--- config.mk ---
export PLATFORM = sky130hd
export DESIGN_NAME = terminal_key_sequence_decoder_flat
export DESIGN_NICKNAME = d
export VERILOG_FILES = /design/src/tksd_pkg.sv /design/src/tksd_rx_if.sv /design/src/tksd_key_if.sv /design/src/tksd_cfg_if.sv /design/src/tksd_match.sv /design/src/tksd_decoder.sv /design/src/terminal_key_sequence_decoder.sv /design/src/flat_wrapper.sv
export SDC_FILE = /design/constraint.sdc
export NUM_CORES = 1
export LEC_CHECK = 0
export ABC_AREA = 1
export BUFFER_PORTS_ARGS = -buffer_cell sky130_fd_sc_hd__clkbuf_2
export CAP_MARGIN = 20
export CORE_MARGIN = 10
export CORE_UTILIZATION = 61
export DETAILED_ROUTE_END_ITERATION = 16
export PLACE_DENSITY = 0.81
export SYNTH_ARGS = -nofsm -noshare
export SYNTH_HDL_FRONTEND = slang
export SYNTH_HIERARCHICAL = 1
export SYNTH_SLANG_ARGS = --single-unit
--- constraint.sdc ---
create_clock -name clk -period 3.55 [get_ports clk]
set_input_delay 0.355 -clock clk [delete_from_list [all_inputs] [get_ports clk]]
set_output_delay 0.355 -clock clk [all_outputs]
set_load 0.01 [all_outputs]
--- src/tksd_pkg.sv ---
`default_nettype none

package tksd_pkg;

    // Character codes used by the decoder.
    localparam logic [7:0] CH_ESC      = 8'h1B;
    localparam logic [7:0] CH_DEL      = 8'h7F;
    localparam logic [7:0] CH_BS       = 8'h08;
    localparam logic [7:0] CH_LBRACKET = 8'h5B;
    localparam logic [7:0] CH_TILDE    = 8'h7E;
    localparam logic [7:0] CH_UPPER_A  = 8'h41;
    localparam logic [7:0] CH_UPPER_Z  = 8'h5A;

    // Key codes.
    localparam logic [7:0] KEY_BASE    = 8'h80;
    localparam logic [7:0] KEY_UNKNOWN = 8'hFF;
    localparam logic [7:0] CODE_ESCAPE = 8'h1B;

    // Key table geometry.
    localparam int KEY_COUNT  = 23;
    localparam int FKEY_FIRST = 11;
    localparam int FKEY_NUM   = 5;
    localparam int MATCH_MAX  = 3;

    localparam logic [1:0] KEY_LEN [KEY_COUNT] = '{
        2'd1, 2'd1, 2'd1, 2'd1, 2'd2, 2'd2, 2'd2, 2'd2, 2'd2, 2'd2, 2'd1,
        2'd3, 2'd3, 2'd3, 2'd3, 2'd3,
        2'd3, 2'd3, 2'd3, 2'd3, 2'd3, 2'd3, 2'd3
    };

    localparam logic [7:0] KEY_SEQ [KEY_COUNT][MATCH_MAX] = '{
        '{"B", 8'h00, 8'h00}, '{"A", 8'h00, 8'h00},
        '{"D", 8'h00, 8'h00}, '{"C", 8'h00, 8'h00},
        '{"1", "~", 8'h00}, '{"3", "~", 8'h00}, '{"2", "~", 8'h00},
        '{"6", "~", 8'h00}, '{"5", "~", 8'h00}, '{"4", "~", 8'h00},
        '{"Z", 8'h00, 8'h00},
        '{"1", "1", "~"}, '{"1", "2", "~"}, '{"1", "3", "~"},
        '{"1", "4", "~"}, '{"1", "5", "~"},
        '{"1", "7", "~"}, '{"1", "8", "~"}, '{"1", "9", "~"},
        '{"2", "0", "~"}, '{"2", "1", "~"}, '{"2", "3", "~"},
        '{"2", "4", "~"}
    };

    // Linux console F1..F5: two bytes each.
    localparam logic [7:0] LINUX_FKEY [FKEY_NUM][2] = '{
        '{"[", "A"}, '{"[", "B"}, '{"[", "C"}, '{"[", "D"}, '{"[", "E"}
    };

    typedef enum logic [1:0] {
        PH_IDLE = 2'd0,
        PH_ESC  = 2'd1,
        PH_SEQ  = 2'd2
    } phase_t;

    // Request to the key table matcher.
    typedef struct packed {
        logic       too_long;
        logic [1:0] seq_len;
        logic [7:0] byte0;
        logic [7:0] byte1;
        logic [7:0] last;
        logic       linux_style;
    } tksd_match_req_t;

    // Result of one decode step.
    typedef struct packed {
        logic       emit;
        logic [7:0] code;
    } tksd_result_t;

endpackage

`default_nettype wire

--- src/tksd_rx_if.sv ---
`default_nettype none

interface tksd_rx_if;
    logic       valid;
    logic       ready;
    logic [7:0] rx_byte;

    modport source (output valid, output rx_byte, input ready);
    modport sink   (input valid, input rx_byte, output ready);
endinterface

`default_nettype wire

--- src/tksd_key_if.sv ---
`default_nettype none

interface tksd_key_if;
    logic       valid;
    logic       ready;
    logic [7:0] key_code;

    modport source (output valid, output key_code, input ready);
    modport sink   (input valid, input key_code, output ready);
endinterface

`default_nettype wire

--- src/tksd_cfg_if.sv ---
`default_nettype none

interface tksd_cfg_if;
    logic valid;
    logic ready;
    logic function_key_style;

    modport source (output valid, output function_key_style, input ready);
    modport sink   (input valid, input function_key_style, output ready);
endinterface

`default_nettype wire

--- src/tksd_match.sv ---
`default_nettype none

module tksd_match
    import tksd_pkg::*;
(
    input  tksd_match_req_t req,
    output logic [7:0]      key_code
);

    logic [1:0]          ent_len [KEY_COUNT];
    logic [7:0]          ent_seq [KEY_COUNT][MATCH_MAX];
    logic [KEY_COUNT-1:0] hit;

    // Every table entry is compared in parallel.
    always_comb
    begin
        for (int i = 0; i < KEY_COUNT; i++)
        begin
            if (req.linux_style && i >= FKEY_FIRST && i < FKEY_FIRST + FKEY_NUM)
            begin
                ent_len[i]    = 2'd2;
                ent_seq[i][0] = LINUX_FKEY[i - FKEY_FIRST][0];
                ent_seq[i][1] = LINUX_FKEY[i - FKEY_FIRST][1];
                ent_seq[i][2] = 8'h00;
            end
            else
            begin
                ent_len[i]    = KEY_LEN[i];
                ent_seq[i][0] = KEY_SEQ[i][0];
                ent_seq[i][1] = KEY_SEQ[i][1];
                ent_seq[i][2] = KEY_SEQ[i][2];
            end

            if (req.too_long || ent_len[i] != req.seq_len)
            begin
                hit[i] = 1'b0;
            end
            else
            begin
                unique case (req.seq_len)
                    2'd1:    hit[i] = (req.last == ent_seq[i][0]);
                    2'd2:    hit[i] = (req.byte0 == ent_seq[i][0]) &&
                                      (req.last == ent_seq[i][1]);
                    2'd3:    hit[i] = (req.byte0 == ent_seq[i][0]) &&
                                      (req.byte1 == ent_seq[i][1]) &&
                                      (req.last == ent_seq[i][2]);
                    default: hit[i] = 1'b0;
                endcase
            end
        end
    end

    // The lowest matching index wins.
    always_comb
    begin
        key_code = KEY_UNKNOWN;
        for (int i = KEY_COUNT - 1; i >= 0; i--)
        begin
            if (hit[i])
            begin
                key_code = KEY_BASE + 8'(i);
            end
        end
    end

endmodule

`default_nettype wire

--- src/tksd_decoder.sv ---
`default_nettype none

module tksd_decoder
    import tksd_pkg::*;
#(
    parameter int SEQ_MAX = 3
)
(
    input  logic         clk,
    input  logic         rst_n,
    input  logic         step,
    input  logic [7:0]   in_byte,
    input  logic         linux_style,
    output tksd_result_t res
);

    localparam int CNT_W = $clog2(SEQ_MAX);

    phase_t             phase_reg;
    phase_t             phase_next;
    logic [CNT_W-1:0]   cnt_reg;
    logic [CNT_W-1:0]   cnt_next;
    logic [7:0]         seq_bytes_reg [2];
    logic               store_en;
    logic               term;
    tksd_match_req_t    match_req;
    logic [7:0]         match_code;

    assign term = ((in_byte >= CH_UPPER_A) && (in_byte <= CH_UPPER_Z)) ||
                  (in_byte == CH_TILDE);

    // Only the first two collected bytes can ever take part in a match.
    assign match_req.too_long    = (cnt_reg > CNT_W'(2));
    assign match_req.seq_len     = cnt_reg[1:0] + 2'd1;
    assign match_req.byte0       = seq_bytes_reg[0];
    assign match_req.byte1       = seq_bytes_reg[1];
    assign match_req.last        = in_byte;
    assign match_req.linux_style = linux_style;

    tksd_match u_match
    (
        .req      (match_req),
        .key_code (match_code)
    );

    always_comb
    begin
        phase_next = phase_reg;
        cnt_next   = cnt_reg;
        store_en   = 1'b0;
        res.emit   = 1'b0;
        res.code   = in_byte;
        unique case (phase_reg)
            PH_ESC:
            begin
                if (in_byte == CH_ESC)
                begin
                    phase_next = PH_IDLE;
                    res.emit   = 1'b1;
                    res.code   = CODE_ESCAPE;
                end
                else if (in_byte == CH_LBRACKET)
                begin
                    phase_next = PH_SEQ;
                    cnt_next   = '0;
                end
                else
                begin
                    phase_next = PH_IDLE;
                    res.emit   = 1'b1;
                    res.code   = KEY_UNKNOWN;
                end
            end
            PH_SEQ:
            begin
                if (term || cnt_reg == CNT_W'(SEQ_MAX - 1))
                begin
                    phase_next = PH_IDLE;
                    cnt_next   = '0;
                    res.emit   = 1'b1;
                    res.code   = match_code;
                end
                else
                begin
                    store_en = (cnt_reg < CNT_W'(2));
                    cnt_next = cnt_reg + CNT_W'(1);
                end
            end
            default:
            begin
                if (in_byte == CH_ESC)
                begin
                    phase_next = PH_ESC;
                end
                else
                begin
                    phase_next = PH_IDLE;
                    res.emit   = 1'b1;
                    res.code   = (in_byte == CH_DEL) ? CH_BS : in_byte;
                end
            end
        endcase
    end

    always_ff @(posedge clk or negedge rst_n)
    begin
        if (!rst_n)
        begin
            phase_reg <= PH_IDLE;
            cnt_reg   <= '0;
        end
        else if (step)
        begin
            phase_reg <= phase_next;
            cnt_reg   <= cnt_next;
        end
    end

    always_ff @(posedge clk)
    begin
        if (step && store_en)
        begin
            seq_bytes_reg[cnt_reg[0]] <= in_byte;
        end
    end

endmodule

`default_nettype wire

--- src/terminal_key_sequence_decoder.sv ---
// Terminal key sequence decoder: received terminal bytes enter on rx and decoded
// key codes leave on key, one transaction per cycle when neither side stalls.
// Plain bytes pass through (DEL becomes backspace 0x08), ESC ESC gives 0x1B,
// ESC followed by anything but ESC or '[' gives 0xFF, and ESC '[' sequences of up to
// SEQ_MAX bytes are matched against a 23-entry key table to give 0x80 plus the
// entry index, or 0xFF when nothing matches. Bytes that open or continue a
// sequence give no output transaction. The block accepts one byte every cycle
// while the output is not stalled; a result passes through the input
// register and then through the decode logic into the output register, with
// the whole table compared in parallel. The cfg channel writes the function key
// style bit (0 VT400 "11~".."15~", 1 Linux console "[A".."[E"); it is always
// ready and should be written only while no bytes are in flight.
`default_nettype none

module terminal_key_sequence_decoder
    import tksd_pkg::*;
#(
    parameter int SEQ_MAX = 3
)
(
    input  logic      clk,
    input  logic      rst_n,
    tksd_rx_if.sink   rx,
    tksd_key_if.source key,
    tksd_cfg_if.sink  cfg
);

    logic         in_valid_reg;
    logic [7:0]   in_byte_reg;
    logic         out_valid_reg;
    logic [7:0]   out_code_reg;
    logic         style_reg;
    logic         advance;
    logic         step;
    tksd_result_t res;

    // The output register can take a new result when it is empty or being
    // drained in this cycle. The input register moves on under the same rule,
    // so a full output register that is stalled holds one more byte in the
    // input register before rx is throttled.
    assign advance  = !out_valid_reg || key.ready;
    assign step     = in_valid_reg && advance;
    assign rx.ready = !in_valid_reg || advance;

    assign key.valid    = out_valid_reg;
    assign key.key_code = out_code_reg;
    assign cfg.ready    = 1'b1;

    tksd_decoder #(
        .SEQ_MAX (SEQ_MAX)
    ) u_decoder
    (
        .clk         (clk),
        .rst_n       (rst_n),
        .step        (step),
        .in_byte     (in_byte_reg),
        .linux_style (style_reg),
        .res         (res)
    );

    // Control state.
    always_ff @(posedge clk or negedge rst_n)
    begin
        if (!rst_n)
        begin
            in_valid_reg  <= 1'b0;
            out_valid_reg <= 1'b0;
            style_reg     <= 1'b0;
        end
        else
        begin
            if (rx.valid && rx.ready)
            begin
                in_valid_reg <= 1'b1;
            end
            else if (step)
            begin
                in_valid_reg <= 1'b0;
            end

            // A byte that produces no key code leaves the output empty.
            if (advance)
            begin
                out_valid_reg <= step && res.emit;
            end

            if (cfg.valid && cfg.ready)
            begin
                style_reg <= cfg.function_key_style;
            end
        end
    end

    // Payload registers.
    always_ff @(posedge clk)
    begin
        if (rx.valid && rx.ready)
        begin
            in_byte_reg <= rx.rx_byte;
        end
        if (step && res.emit)
        begin
            out_code_reg <= res.code;
        end
    end

endmodule

`default_nettype wire

--- src/flat_wrapper.sv ---
// flat-port wrapper written by rule: the top's interface ports become plain ports
module terminal_key_sequence_decoder_flat import tksd_pkg::*;
#(
    parameter int SEQ_MAX = 3
)
  (clk, rst_n, rx_valid, rx_rx_byte, rx_ready, key_valid, key_key_code, key_ready, cfg_valid, cfg_function_key_style, cfg_ready);
  tksd_rx_if rx_i ();
  tksd_key_if key_i ();
  tksd_cfg_if cfg_i ();
  input  logic clk;
  input  logic rst_n;
  input wire logic [$bits(rx_i.valid)-1:0] rx_valid;
  input wire logic [$bits(rx_i.rx_byte)-1:0] rx_rx_byte;
  output wire logic [$bits(rx_i.ready)-1:0] rx_ready;
  output wire logic [$bits(key_i.valid)-1:0] key_valid;
  output wire logic [$bits(key_i.key_code)-1:0] key_key_code;
  input wire logic [$bits(key_i.ready)-1:0] key_ready;
  input wire logic [$bits(cfg_i.valid)-1:0] cfg_valid;
  input wire logic [$bits(cfg_i.function_key_style)-1:0] cfg_function_key_style;
  output wire logic [$bits(cfg_i.ready)-1:0] cfg_ready;
  assign rx_i.valid = rx_valid;
  assign rx_i.rx_byte = rx_rx_byte;
  assign rx_ready = rx_i.ready;
  assign key_valid = key_i.valid;
  assign key_key_code = key_i.key_code;
  assign key_i.ready = key_ready;
  assign cfg_i.valid = cfg_valid;
  assign cfg_i.function_key_style = cfg_function_key_style;
  assign cfg_ready = cfg_i.ready;
  terminal_key_sequence_decoder #(.SEQ_MAX(SEQ_MAX)) u_core (.clk(clk), .rst_n(rst_n), .rx(rx_i), .key(key_i), .cfg(cfg_i));
endmodule
; Word level (Yosys, flattened, before mapping)
; Memory sizes are Yosys's and may differ from the RTL's.
; Cells that the tools add are included.
[totals]
ff_bits = 23
ram_bits = 16
input_bits = 14
out_inout_bits = 11
word_cells = 275
memories = 1
[memory_table]
columns = memory, words, width, read_ports, rd_clocked_by_memory_dff, wr, line
row1 = u_core.u_decoder.seq_bytes_reg, 2, 8, 2, 0, 1, tksd_decoder.sv:23  ; logic [7:0] seq_bytes_reg [2];
[classes]
n_addsub = 1
n_lt_le_gt_ge = 4
n_eq_ne = 76
muxes = 96
n_reduce_logical = 90
[op_table]
columns = cell, count
row1 = "equality test 8 x 6 -> 1 bit, second input constant", 23
row2 = two-way mux 7 bit, 23
row3 = equality test 8 bit, 15
row4 = two-way mux 23 bit, 5
row5 = "equality test 8 x 7 -> 1 bit, second input constant", 14
row6 = equality test 8 x 7 -> 1 bit, 10
row7 = logical AND 1 bit, 74
row8 = one-hot mux 1 bit (3 select lines), 23
row9 = two-way mux 9 bit, 4
row10 = two-way mux 1 bit, 31
row11 = one-hot mux 9 bit (2 select lines), 1
row12 = logical NOT 8 bit, 2
row13 = two-way mux 2 bit, 6
row14 = "equality test 2 bit, second input constant", 4
row15 = "equality test 8 x 5 -> 1 bit, second input constant", 1
row16 = ">= comparator 8 x 7 -> 1 bit, second input constant", 1
row17 = "<= comparator 8 x 7 -> 1 bit, second input constant", 1
row18 = logical OR 1 bit, 8
row19 = two-way mux 8 bit, 1
row20 = one-hot mux 2 bit (2 select lines), 2
row21 = "inequality test 2 bit, second input constant", 3
row22 = "equality test 2 x 1 -> 1 bit, second input constant", 2
row23 = "inequality test 2 bit, first input constant", 2
row24 = AND reduction 4 bit, 1
row25 = other kinds (8), 10

; Depth between registers and ports, before layout
; Gate-level depths: netlist of the first run.
; An unclocked memory read counts as a cell.
[logic_depth]
word_depth = 32
ltp_mapped = 22
mapped_depth_nobuf = 22

; Cells and area by module
; Netlist of the first run, hierarchy kept.
[by_module_without_submodules]
columns = mod, instances, cells_per_inst, area_each_um2, seq_area_each_um2
row1 = tksd_match, 1, 307, 1423.9, 0.0
row2 = tksd_decoder, 1, 130, 1164.9, 580.6
row3 = terminal_key_sequence_decoder, 1, 37, 640.6, 555.5

; Worst setup path after synthesis of the first run
; OpenSTA, ideal clock, no wires.
[synth_timing]
path_kind = register -> register
from = reg u_core.u_decoder.cnt_reg[0]
to = reg u_core.out_code_reg[6], in the netlist u_core/key.key_code[6], data pin
setup_time_ns = 0.253
arrival_ns = 2.271
t_required_ns = 3.297
slack_ns = 1.026
path_stages_with_launch = 22
path_buffers = 1
period_less_slack_ns = 2.524
path_cell_list = dfrtp_1 inv_1 ha_1 inv_1 nand2_1 inv_1 nand3_1 nor2_1 nand2_2 o21ai_2 nand2_2 o22ai_1 nand2_1 nand3_1 nor2_1 nand3_1 nor2_1 buf_4 nand3_1 nand2_1 nand2_1 nand2_1
[synth_rtl]
columns = item, line
row1 = start: declaration, tksd_decoder.sv:21  ; logic [CNT_W-1:0] cnt_reg;
row2 = start signal: assignment, tksd_decoder.sv:115  ; cnt_reg <= cnt_next;
row3 = end signal: assignment, terminal_key_sequence_decoder.sv:103  ; out_code_reg <= res.code;
row4 = end: declaration, terminal_key_sequence_decoder.sv:31  ; logic [7:0] out_code_reg;

==> results of run 1 <==
## logic make-up (layout without fill, tap and decap cells)
group	Yosys count	after routing	synth area share, %
AOI/OAI and AO/OA	43	43	8.02
xor gates and xnor gates	2	2	0.543
adders and majority gates	4	4	1.55
buffers and inverters	74	100	9.10
DFF	39	39	35.2
other	2	2	0.233
and+or+nand+nor	310	310	45.4
## worst max-delay path, delay by kind of cell, from the launching register on
kind,cells,cell delay [ps]
adders and majority gates,1,280
and+or+nand+nor,16,1700
AOI/OAI and AO/OA,1,120
buffers and inverters,3,380
DFF,1,410
## cell usage after synthesis (all sizes together)
library cell / n
o31ai: 1
a21oi: 4
nor3: 10
nand3: 51
ha: 4
buf: 6
o21ai: 28
o41ai: 1
clkinv: 1
a31oi: 3
nor2: 86
xor2: 1
conb: 2
o211ai: 1
o21a: 2
nand3b: 1
o22ai: 3
xnor2: 1
nand2: 143
dfrtp: 7
inv: 67
nor4: 4
nand4: 14
or2: 1
edfxtp: 32
## layer usage
layer	vias to the layer above	GRT usage, %	part of all wire (%)
met4	0	8.10	2.8
met5	-	0	0
met2	179	33.2	45
met3	24	5.25	9.2
li1	1592	-	-
met1	1459	27.7	43
## worst max path at each step
| stage | slack [ps] | to | startpoint | depth (start not counted) |
|---|---|---|---|---|
| after floorplan | 1030 | u_core/key.key_code[6]$_DFFE_PP_ | u_core/u_decoder/cnt_reg[0]$_DFFE_PN0P_ | 21 |
| after global placement | 680 | u_core/key.key_code[0]$_DFFE_PP_ | u_core/u_decoder/cnt_reg[0]$_DFFE_PN0P_ | 21 |
| after detailed placement | 660 | u_core/key.key_code[0]$_DFFE_PP_ | u_core/u_decoder/cnt_reg[0]$_DFFE_PN0P_ | 21 |
| after CTS | 640 | u_core/key.key_code[0]$_DFFE_PP_ | u_core/u_decoder/cnt_reg[0]$_DFFE_PN0P_ | 21 |
| after global routing | 250 | u_core/key.key_code[0]$_DFFE_PP_ | u_core/u_decoder/cnt_reg[0]$_DFFE_PN0P_ | 21 |
| final | 550 | u_core/key.key_code[0]$_DFFE_PP_ | u_core/u_decoder/cnt_reg[0]$_DFFE_PN0P_ | 21 |
## where the power goes
part | switching [mW] | internal, mW
sequential | 0.0299 | 0.515
clock | 0.166 | 0.140
combinational | 0.0687 | 0.0339
## layout make-up
type	count	area, um2
Multi-Input combinational cell	361	1800
Timing Repair Buffer	24	125
Clock buffer	5	68.8
Fill cell	459	1610
Clock inverter	3	25.0
Sequential cell	39	1140
Tap cell	70	87.6
Inverter	68	256
## metrics by stage
step | instance area, um2 | worst slack, ps | hold slack [ps]
finish | 3500 | 554 | 231
detailed placement | 3390 | 662 | 200
global placement | 3390 | 678 | 196
CTS | 3500 | 638 | 227
global route | 3500 | 252 | 215
floorplan | 3230 | 1030 | 59.4
==> impl_metrics.csv, run 1 <==
group,metric,value,unit
timing,fin_tns_setup,0,ps
power_and_ir_drop,vdd_ir_drop_max,0.000252,V
setup_path,cp_common_cell,"nand2_1",
clocking,cts_tree,"built",
timing,fmax,334,MHz
setup_path,crit_path_end_kind,"register",
min_path,hp-class,"input pin to register",
timing,final_hold_viol_count,0,
finish,largest_reg_flops,16,
job,maxCapViolations,0,
floorplanning,initial_core_util,63.2,%
setup_path,path_cells,"inv_1, ha_1, inv_1, nand2_1, nor2_2, nand2_1, o21ai_1, inv_1, nand2_1, nor2_1, nand2_1, nand3_1, nor2_1, nand3_1, nor2_1, nand4_1, nor2_1, nand3_2, nand2_1, nand2_1, nand3_1",
drt,routed_wl,8990,um
finish,syn_to_final_growth,8.33,%
setup_path,cp_slowest_cell,"dfrtp_1",
timing,worst_pin_slew,724,ps
finish,fin_nets,517,
timing,setup_viol,0,
synth,synth.distinct_cells,37,
setup_path,worstRegToRegCells,21,
clocking,cts.repair.resized,0,
placed_design,place.gp.congestion,1.07,
clocking,hold_buffers,1,
placed_design,hpwl,7230,um
clocking,cts_buffers,5,
floorplanning,fp.dieW,92.8,um
drt,drtPass1Iterations,5,
clocking,clockRootBuffer,"clkbuf_8",
synth,syn_inst,474,
power_and_ir_drop,p_leak,1.56,nW
finish,mostFrequentLayoutCell,"nand2_1",
synth,yosysSeqAreaShare,35.2,%
finish,final_cell_mix,"nand2_1 (130), nor2_1 (74), inv_1 (61)",
global_route,grt_pass1_vias,3035,
timing,fin_skew,10.6,ps
drt,antenna_left,0,
synth,syn-cell-area,3230,um2
status,status,"finished, final reports clean",
synth,synth.avg_cell_area,6.81,um2
drt,drc,0,
timing,drv_slew,0,
global_route,overflow,0,
clocking,cts_buffer_depth,2,
power_and_ir_drop,p_total,954,uW
global_route,grt_use_total,21.3,%
clocking,htree_num_levels,2,
setup_path,critPathRequiredTime,3710,ps
clocking,cts_sinks,39,
setup_path,critPathKind,"register to register",
setup_path,worstPathArrival,3160,ps
finish,n_antenna_cell,0,
setup_path,startpoint_type,"register",
setup_path,timing.rr.start,"u_core/u_decoder/cnt_reg[0]$_DFFE_PN0P_",
min_path,hold_start,"rx_rx_byte[1]",
setup_path,cp_max_fo,8,
placed_design,numPortBuffers,23,
floorplanning,core,5110,um2
drt,dr_total_vias,3254,
synth,yosysWarnings,6,
finish,final_cells,570,
global_route,grt_pass1_wl,14800,um
drt,via_per_inst,5.71,
floorplanning,num_rows,26,
synth,synth_area_leaders,"edfxtp_1 (30%), nand2_1 (15%), nor2_1 (8.6%), inv_1 (7.1%), nand3_1 (6.0%)",
clocking,clk-insertion-delay-late,300,ps
floorplanning,dieArea,8600,um2
drt,routedWlPerCell,15.8,um
setup_path,reg2reg_to,"u_core/key.key_code[0]$_DFFE_PP_",
timing,period_needed,3000,ps
synth,netlist.area_leader.share,29.8,%
power_and_ir_drop,power_density,273,nW/um2
min_path,hold_depth,1,
finish,fin_util,68.5,%
global_route,grt_max_degree,15,
placed_design,place_inst,561,
setup_path,reg2reg_setup_slack,550,ps
synth,synth_area_leader_cell,"edfxtp_1",
timing,rsz0062_at_grt,"no",
finish,drive_gt1_share,16.4,%
clocking,cts_setup_buffers,0,
setup_path,slowest_delay,410,ps
global_route,antenna_found_initial,0,
floorplanning,pin_count,25,
drt,drt_iter0_drc,328,
synth,synth_seq_cells,39,
floorplanning,die_y,92.8,um
synth,syn-num-nets,492,
clocking,clk_pin_slew,80,ps
timing,finalCritPeriodShare,84.4,%
timing,slew_headroom,51.5,%
min_path,hold_path_end,"u_core/in_byte_reg[1]$_DFFE_PP_",
Note: power is estimated with default switching activity, not from simulation.
==> run 2, diff against run 1 <==
--- a/config.mk
+++ b/config.mk
@@ -9,9 +9,9 @@
 export BUFFER_PORTS_ARGS = -buffer_cell sky130_fd_sc_hd__clkbuf_2
 export CAP_MARGIN = 20
 export CORE_MARGIN = 10
-export CORE_UTILIZATION = 61
+export CORE_UTILIZATION = 55
 export DETAILED_ROUTE_END_ITERATION = 16
-export PLACE_DENSITY = 0.81
+export PLACE_DENSITY = 0.77
 export SYNTH_ARGS = -nofsm -noshare
 export SYNTH_HDL_FRONTEND = slang
 export SYNTH_HIERARCHICAL = 1
==> constraint.sdc (replaced) <==
create_clock -name clk -period 2.5 [get_ports clk]
set_input_delay 0.25 -clock clk [delete_from_list [all_inputs] [get_ports clk]]
set_output_delay 0.25 -clock clk [all_outputs]
set_load 0.01 [all_outputs]
==> run 2 against run 1 <==
Compared with the run above:
- the flow now finishes with violations (setup timing)
- via count up 9.3%
- clock skew rose by 1.0 ps
- global-route usage is 2.3 points lower
- worst setup slack lost 560 ps
- core utilization is 5.0 points higher
- hold slack got worse by 100 ps
- flip-flop and latch count unchanged
- register-to-register slack got worse by 560 ps
==> impl_metrics.csv, run 2 (synthesized netlist as in run 1, its figures left out) <==
group,metric,value,unit
status,status,"complete, but fails checks",
status,violations,"setup timing",
power_and_ir_drop,p_leak,1.88,nW
finish,n_antenna_cell,0,
global_route,grt_max_degree,14,
finish,drive_gt1_share,30.8,%
drt,antenna_left,0,
floorplanning,initial_core_util,57.6,%
setup_path,crit_family,"simple AND/OR/NAND/NOR gates",
setup_path,worstPathArrival,2680,ps
setup_path,critPathKind,"register to register",
floorplanning,core,5610,um2
timing,fmax,398,MHz
finish,fill_cells,459,
timing,final_hold_viol_count,0,
clocking,cts_sinks,39,
finish,mostFrequentLayoutCell,"nand2_1",
setup_path,critPathRequiredTime,2670,ps
setup_path,crit_end,"u_core/key.key_code[0]$_DFFE_PP_",
setup_path,slowest_delay,390,ps
floorplanning,dieArea,9340,um2
drt,drc,0,
timing,drv_slew,0,
drt,routed_wl,9740,um
setup_path,cp_slowest_cell,"dfrtp_1",
global_route,overflow,0,
setup_path,path_cells,"inv_2, ha_4, inv_8, inv_4, nand2_4, nor2_4, nand3_4, nand2_2, nor2_2, nand2_1, nand2_1, nand2_1, nand3_2, nor2_2, nand3_1, nor2_1, nand4_1, nor2_1, nand3_2, nand2_1, nand2_1, nand3_1",
clocking,clk-insertion-delay-late,300,ps
global_route,grt_use_total,19.0,%
drt,via_per_inst,5.64,
clocking,htree_num_levels,2,
setup_path,timing.rr.start,"u_core/u_decoder/cnt_reg[0]$_DFFE_PN0P_",
drt,dr_total_vias,3556,
clocking,clk_pin_slew,80,ps
timing,worst_pin_slew,552,ps
global_route,grt_pass1_wl,15300,um
clocking,clockRootBuffer,"clkbuf_8",
timing,worst_slack,-9.62,ps
setup_path,crit_path_end_kind,"register",
floorplanning,pin_count,25,
clocking,cts_buffers,5,
floorplanning,num_rows,27,
finish,final_cell_mix,"nand2_1 (122), nor2_1 (67), inv_1 (57), buf_4 (57), nand3_1 (33)",
min_path,hp-class,"input pin to register",
timing,setup_viol,1,
setup_path,cp_max_fo,5,
placed_design,place.gp.congestion,0.979,
power_and_ir_drop,power_density,338,nW/um2
drt,routedWlPerCell,15.5,um
finish,fin_util,73.4,%
finish,fin_nets,575,
setup_path,cp-startpoint,"u_core/u_decoder/cnt_reg[0]$_DFFE_PN0P_",
timing,finalCritPeriodShare,100,%
drt,drtPass1Iterations,6,
finish,regArea,1140,um2
clocking,cts_buffer_depth,2,
setup_path,cp_common_cell,"nand2_1",
placed_design,numPortBuffers,23,
setup_path,worstRegToRegCells,22,
setup_path,crit_cells,22,
job,maxCapViolations,0,
floorplanning,die_y,96.6,um
timing,slew_headroom,62.7,%
placed_design,hpwl,7560,um
placed_design,dpl_worst_slack,-114,ps
drt,drt_iter0_drc,346,
finish,multi_input_comb_area,1970,um2
timing,rsz0062_at_grt,"yes",
power_and_ir_drop,vdd_ir_drop_max,0.000307,V
timing,fin_skew,11.7,ps
setup_path,reg2reg_to,"u_core/key.key_code[0]$_DFFE_PP_",
global_route,antenna_found_initial,0,
clocking,cts_tree,"built",
setup_path,startpoint_type,"register",
setup_path,crit_buf_inv,3,
floorplanning,fp.dieW,96.6,um
finish,syn_to_final_growth,27.5,%
global_route,grt_pass1_vias,3339,
setup_path,reg2reg_setup_slack,-10,ps
timing,period_needed,2510,ps
finish,largest_reg_flops,16,
[run 2: changes by cell type in the layout (fill, tap and decap cells not counted), sizes merged]
cell | before | now
clkbuf | 28 | 30
clkinvlp | 1 | 0
buf | 0 | 58
clkinv | 3 | 2
[run 2: layout make-up]
| class | instances | share of cell area, % |
|---|---|---|
| multi-input cells | 361 | 47.9 |
| well taps | 72 | 2.19 |
| repair buffers | 82 | 13.7 |
| clock buffers | 7 | 1.85 |
| flip-flops and latches | 39 | 27.6 |
| inverters | 68 | 6.65 |
| clock inverters | 1 | 0.122 |
[run 2: how the worst min path moves through the flow]
stage	endpoint	cells past startpoint	slack, ps	from
after global routing	u_core/in_byte_reg[5]$_DFFE_PP_	1	130	rx_rx_byte[5]
final	u_core/in_byte_reg[5]$_DFFE_PP_	1	130	rx_rx_byte[5]
after detailed placement	u_core/u_decoder/phase_reg[1]$_DFFE_PN0P_	1	90	rst_n
after CTS	u_core/in_byte_reg[0]$_DFFE_PP_	1	130	rx_rx_byte[0]
after global placement	u_core/u_decoder/phase_reg[1]$_DFFE_PN0P_	1	90	rst_n
after floorplan	u_core/in_valid_reg$_DFFE_PN0P_	0	-50	rst_n
[run 2: timing repair]
item | 4_1_cts | 5_1_grt
resized for setup | 8 | 49
hold endpoints to repair | 7 | 0
hold buffers | 1 | 0
pin swaps | 2 | 18
setup endpoints to repair | 6 | 7
buffers inserted | 0 | 11
[run 2: per-layer routing]
| metal | share of wire [%] | global-route usage (%) | wire length [um] | up-vias |
|---|---|---|---|---|
| met2 | 45 | 29.7 | 4360 | 174 |
| met4 | 4.1 | 9.02 | 396 | 0 |
| li1 | - | - | - | 1710 |
| met5 | 0 | 0 | 0 | - |
| met1 | 44 | 24.3 | 4250 | 1630 |
| met3 | 7.5 | 3.83 | 732 | 42 |
[run 2: power breakdown]
group | internal (mW) | total, mW | switching [mW]
combinational | 0.0878 | 0.225 | 0.137
sequential | 0.732 | 0.753 | 0.0214
clock | 0.196 | 0.415 | 0.219
total | 1.02 | 1.39 | 0.378
[run 2: per-stage QoR]
| stage | instance area (um2) | setup TNS (ps) | hold WS, ps | power [mW] | cells |
|---|---|---|---|---|---|
| 6_report | 4120 | -9.62 | 127 | 1.39 | 630 |
| 5_1_grt | 4120 | -995 | 126 | 1.44 | 630 |
| 4_1_cts | 3860 | 0 | 127 | 1.38 | 619 |
| 3_5_place_dp | 3750 | -320 | 93.9 | 0.967 | 610 |
| 3_3_place_gp | 3750 | -316 | 91.5 | 0.962 | 610 |
| 2_1_floorplan | 3230 | 0 | -45.6 | 0.872 | 474 |
==> run 3, diff against run 2 <==
--- a/config.mk
+++ b/config.mk
@@ -9,9 +9,11 @@
 export BUFFER_PORTS_ARGS = -buffer_cell sky130_fd_sc_hd__clkbuf_2
 export CAP_MARGIN = 20
 export CORE_MARGIN = 10
-export CORE_UTILIZATION = 55
+export CORE_UTILIZATION = 57
+export CTS_BUF_LIST = sky130_fd_sc_hd__clkbuf_8
+export CTS_CLUSTER_SIZE = 25
 export DETAILED_ROUTE_END_ITERATION = 16
-export PLACE_DENSITY = 0.77
+export PLACE_DENSITY = 0.79
 export SYNTH_ARGS = -nofsm -noshare
 export SYNTH_HDL_FRONTEND = slang
 export SYNTH_HIERARCHICAL = 1
==> run 3 against run 2 <==
Compared with the run above:
- the flow still finishes with violations (setup timing)
- hold slack better by 0.74 ps
- largest power group unchanged
- die area fell by 2.8%
- clock power fell by 1%
- cell count up 2.5%
- non-clock buffer count is 16 higher
- core utilization rose by 4.8 points
- combinational power rose by 13%
- design area grew 4.6%
- register-to-register slack worse by 40 ps
- worst setup slack got worse by 37 ps
==> impl_metrics.csv, run 3 (synthesized netlist as in run 1, its figures left out) <==
group,metric,value,unit
status,status,"complete, but fails checks",
status,violations,"setup timing",
global_route,grt_use_total,20.9,%
setup_path,timing.rr.start,"u_core/u_decoder/cnt_reg[1]$_DFFE_PN0P_",
global_route,grt_max_degree,14,
clocking,cts_sinks,39,
finish,largest_reg_flops,16,
floorplanning,dieArea,9080,um2
setup_path,critPathKind,"register to register",
power_and_ir_drop,vdd_ir_drop_max,0.000296,V
setup_path,path_cells,"ha_4, inv_6, nand2_2, nor2_4, nand2_1, o21ai_1, inv_1, nand2_2, nor2_1, nand2_1, nand3_1, nor2_1, nand3_1, nor2_1, nand4_1, nor2_1, nand3_2, nand2_1, nand2_1, nand3_1",
timing,drv_slew,0,
setup_path,cp-startpoint,"u_core/u_decoder/cnt_reg[1]$_DFFE_PN0P_",
drt,drtPass1Iterations,5,
placed_design,place_inst,610,
clocking,htree_num_levels,2,
min_path,hold_depth,1,
min_path,hold_start,"rx_rx_byte[7]",
floorplanning,die_y,95.3,um
placed_design,place.gp.congestion,1.02,
floorplanning,initial_core_util,58.6,%
finish,final_cells,646,
drt,drc,0,
timing,period_needed,2550,ps
clocking,clockRootBuffer,"clkbuf_8",
timing,final_hold_viol_count,0,
timing,holdWs,128,ps
drt,dr_total_vias,3603,
setup_path,reg2reg_to,"u_core/key.key_code[0]$_DFFE_PP_",
global_route,overflow,0,
power_and_ir_drop,p_leak,2.01,nW
floorplanning,fp.dieW,95.3,um
setup_path,slowest_delay,440,ps
finish,drive_gt1_share,33.3,%
drt,routedWlPerCell,15.9,um
timing,setup_viol,5,
timing,finalCritPeriodShare,102,%
setup_path,worstPathArrival,2700,ps
timing,fmax,393,MHz
finish,syn_to_final_growth,33.4,%
floorplanning,num_rows,27,
clocking,cts_tree,"built",
timing,worst_slack,-46.5,ps
finish,final_cell_mix,"nand2_1 (121), buf_4 (68), nor2_1 (65)",
drt,routed_wl,10300,um
clocking,clk_pin_slew,80,ps
job,maxCapViolations,0,
global_route,antenna_found_initial,0,
clocking,cts_buffers,5,
timing,fin_skew,8.98,ps
setup_path,startpoint_type,"register",
floorplanning,core,5510,um2
min_path,hp-class,"input pin to register",
clocking,clk-insertion-delay-late,290,ps
setup_path,critPathRequiredTime,2660,ps
drt,drt_iter0_drc,414,
drt,antenna_left,0,
global_route,grt_pass1_vias,3246,
setup_path,cp_max_fo,4,
finish,mostFrequentLayoutCell,"nand2_1",
global_route,grt_pass1_wl,15200,um
drt,via_per_inst,5.58,
finish,n_antenna_cell,0,
power_and_ir_drop,power_density,329,nW/um2
min_path,hold_path_end,"u_core/in_byte_reg[7]$_DFFE_PP_",
clocking,cts_buffer_depth,2,
placed_design,hpwl,7550,um
setup_path,worstRegToRegCells,20,
setup_path,crit_path_end_kind,"register",
finish,fin_nets,591,
placed_design,numPortBuffers,23,
timing,rsz0062_at_grt,"yes",
setup_path,reg2reg_setup_slack,-50,ps
setup_path,cp_slowest_cell,"dfrtp_1",
floorplanning,pin_count,25,
run 3: cell types whose count changed in the layout (fill, tap and decap cells not counted), moves of 2 or more:
cell / before / now
buf_4: 57 / 68
buf_6: 1 / 5
clkbuf_1: 2 / 0
inv_2: 7 / 9
nand2_2: 17 / 14
nand2_4: 3 / 7
nand3_1: 33 / 35
nand3_2: 16 / 14
nor2_1: 67 / 65
nor2_2: 12 / 9
nor2_4: 7 / 12
nor4_1: 0 / 2
nor4_2: 3 / 1
o21ai_2: 4 / 6
run 3: area by class of cell:
| type | instances | area (um2) |
|---|---|---|
| Multi-Input combinational cell | 361 | 2020 |
| Fill cell | 423 | 1200 |
| Sequential cell | 39 | 1140 |
| Timing Repair Buffer | 98 | 712 |
| Inverter | 68 | 273 |
| Tap cell | 72 | 90.1 |
| Clock buffer | 5 | 68.8 |
| Clock inverter | 3 | 12.5 |
run 3: through the flow:
step	instance area, um2	setup TNS (ps)	utilization [%]	setup slack, ps	power, mW
after floorplan	3230	0	-	47.2	0.872
after global placement	3750	-377	68.1	-100	0.961
after detailed placement	3750	-456	68.1	-124	0.965
after CTS	3880	0	70.5	0.477	1.37
after global routing	4310	-2490	78.2	-316	1.47
final	4310	-126	78.2	-46.5	1.42
run 3: where the power goes:
| group | internal, mW | switching [mW] |
|---|---|---|
| Sequential | 0.732 | 0.0223 |
| Clock | 0.188 | 0.221 |
| Combinational | 0.105 | 0.149 |
run 3: routing by layer:
| metal | track usage [%] | wire length, um | vias up |
|---|---|---|---|
| met4 | 5.61 | 250 | 0 |
| met5 | 0 | 0 | - |
| met3 | 5.58 | 897 | 23 |
| met1 | 27.3 | 4340 | 1669 |
| li1 | - | - | 1746 |
| met2 | 33.2 | 4780 | 165 |
run 3: worst max-delay path by stage:
stage	cells past startpoint	slack [ps]	end
floorplan	21	50	u_core/key.key_code[6]$_DFFE_PP_
global placement	20	-100	u_core/key.key_code[4]$_DFFE_PP_
detailed placement	20	-120	u_core/key.key_code[4]$_DFFE_PP_
CTS	16	0.5	u_core/key.key_code[4]$_DFFE_PP_
global route	20	-320	u_core/key.key_code[0]$_DFFE_PP_
finish	20	-50	u_core/key.key_code[0]$_DFFE_PP_
run 3: worst max-delay path: cells and delay by family (launching register included):
| family | cells | cell delay [ps] |
|---|---|---|
| buffers and inverters | 2 | 160 |
| DFF | 1 | 440 |
| AOI/OAI and AO/OA | 1 | 130 |
| adders and majority gates | 1 | 280 |
| and+or+nand+nor | 16 | 1410 |
run 3: repair_timing:
item | in CTS | in global routing
endpoints found under the setup margin | 6 | 7
setup buffers | 4 | 23
resized for setup | 10 | 64
hold buffers | 1 | 0
hold endpoints to repair | 7 | 0
pin swaps | 2 | 36
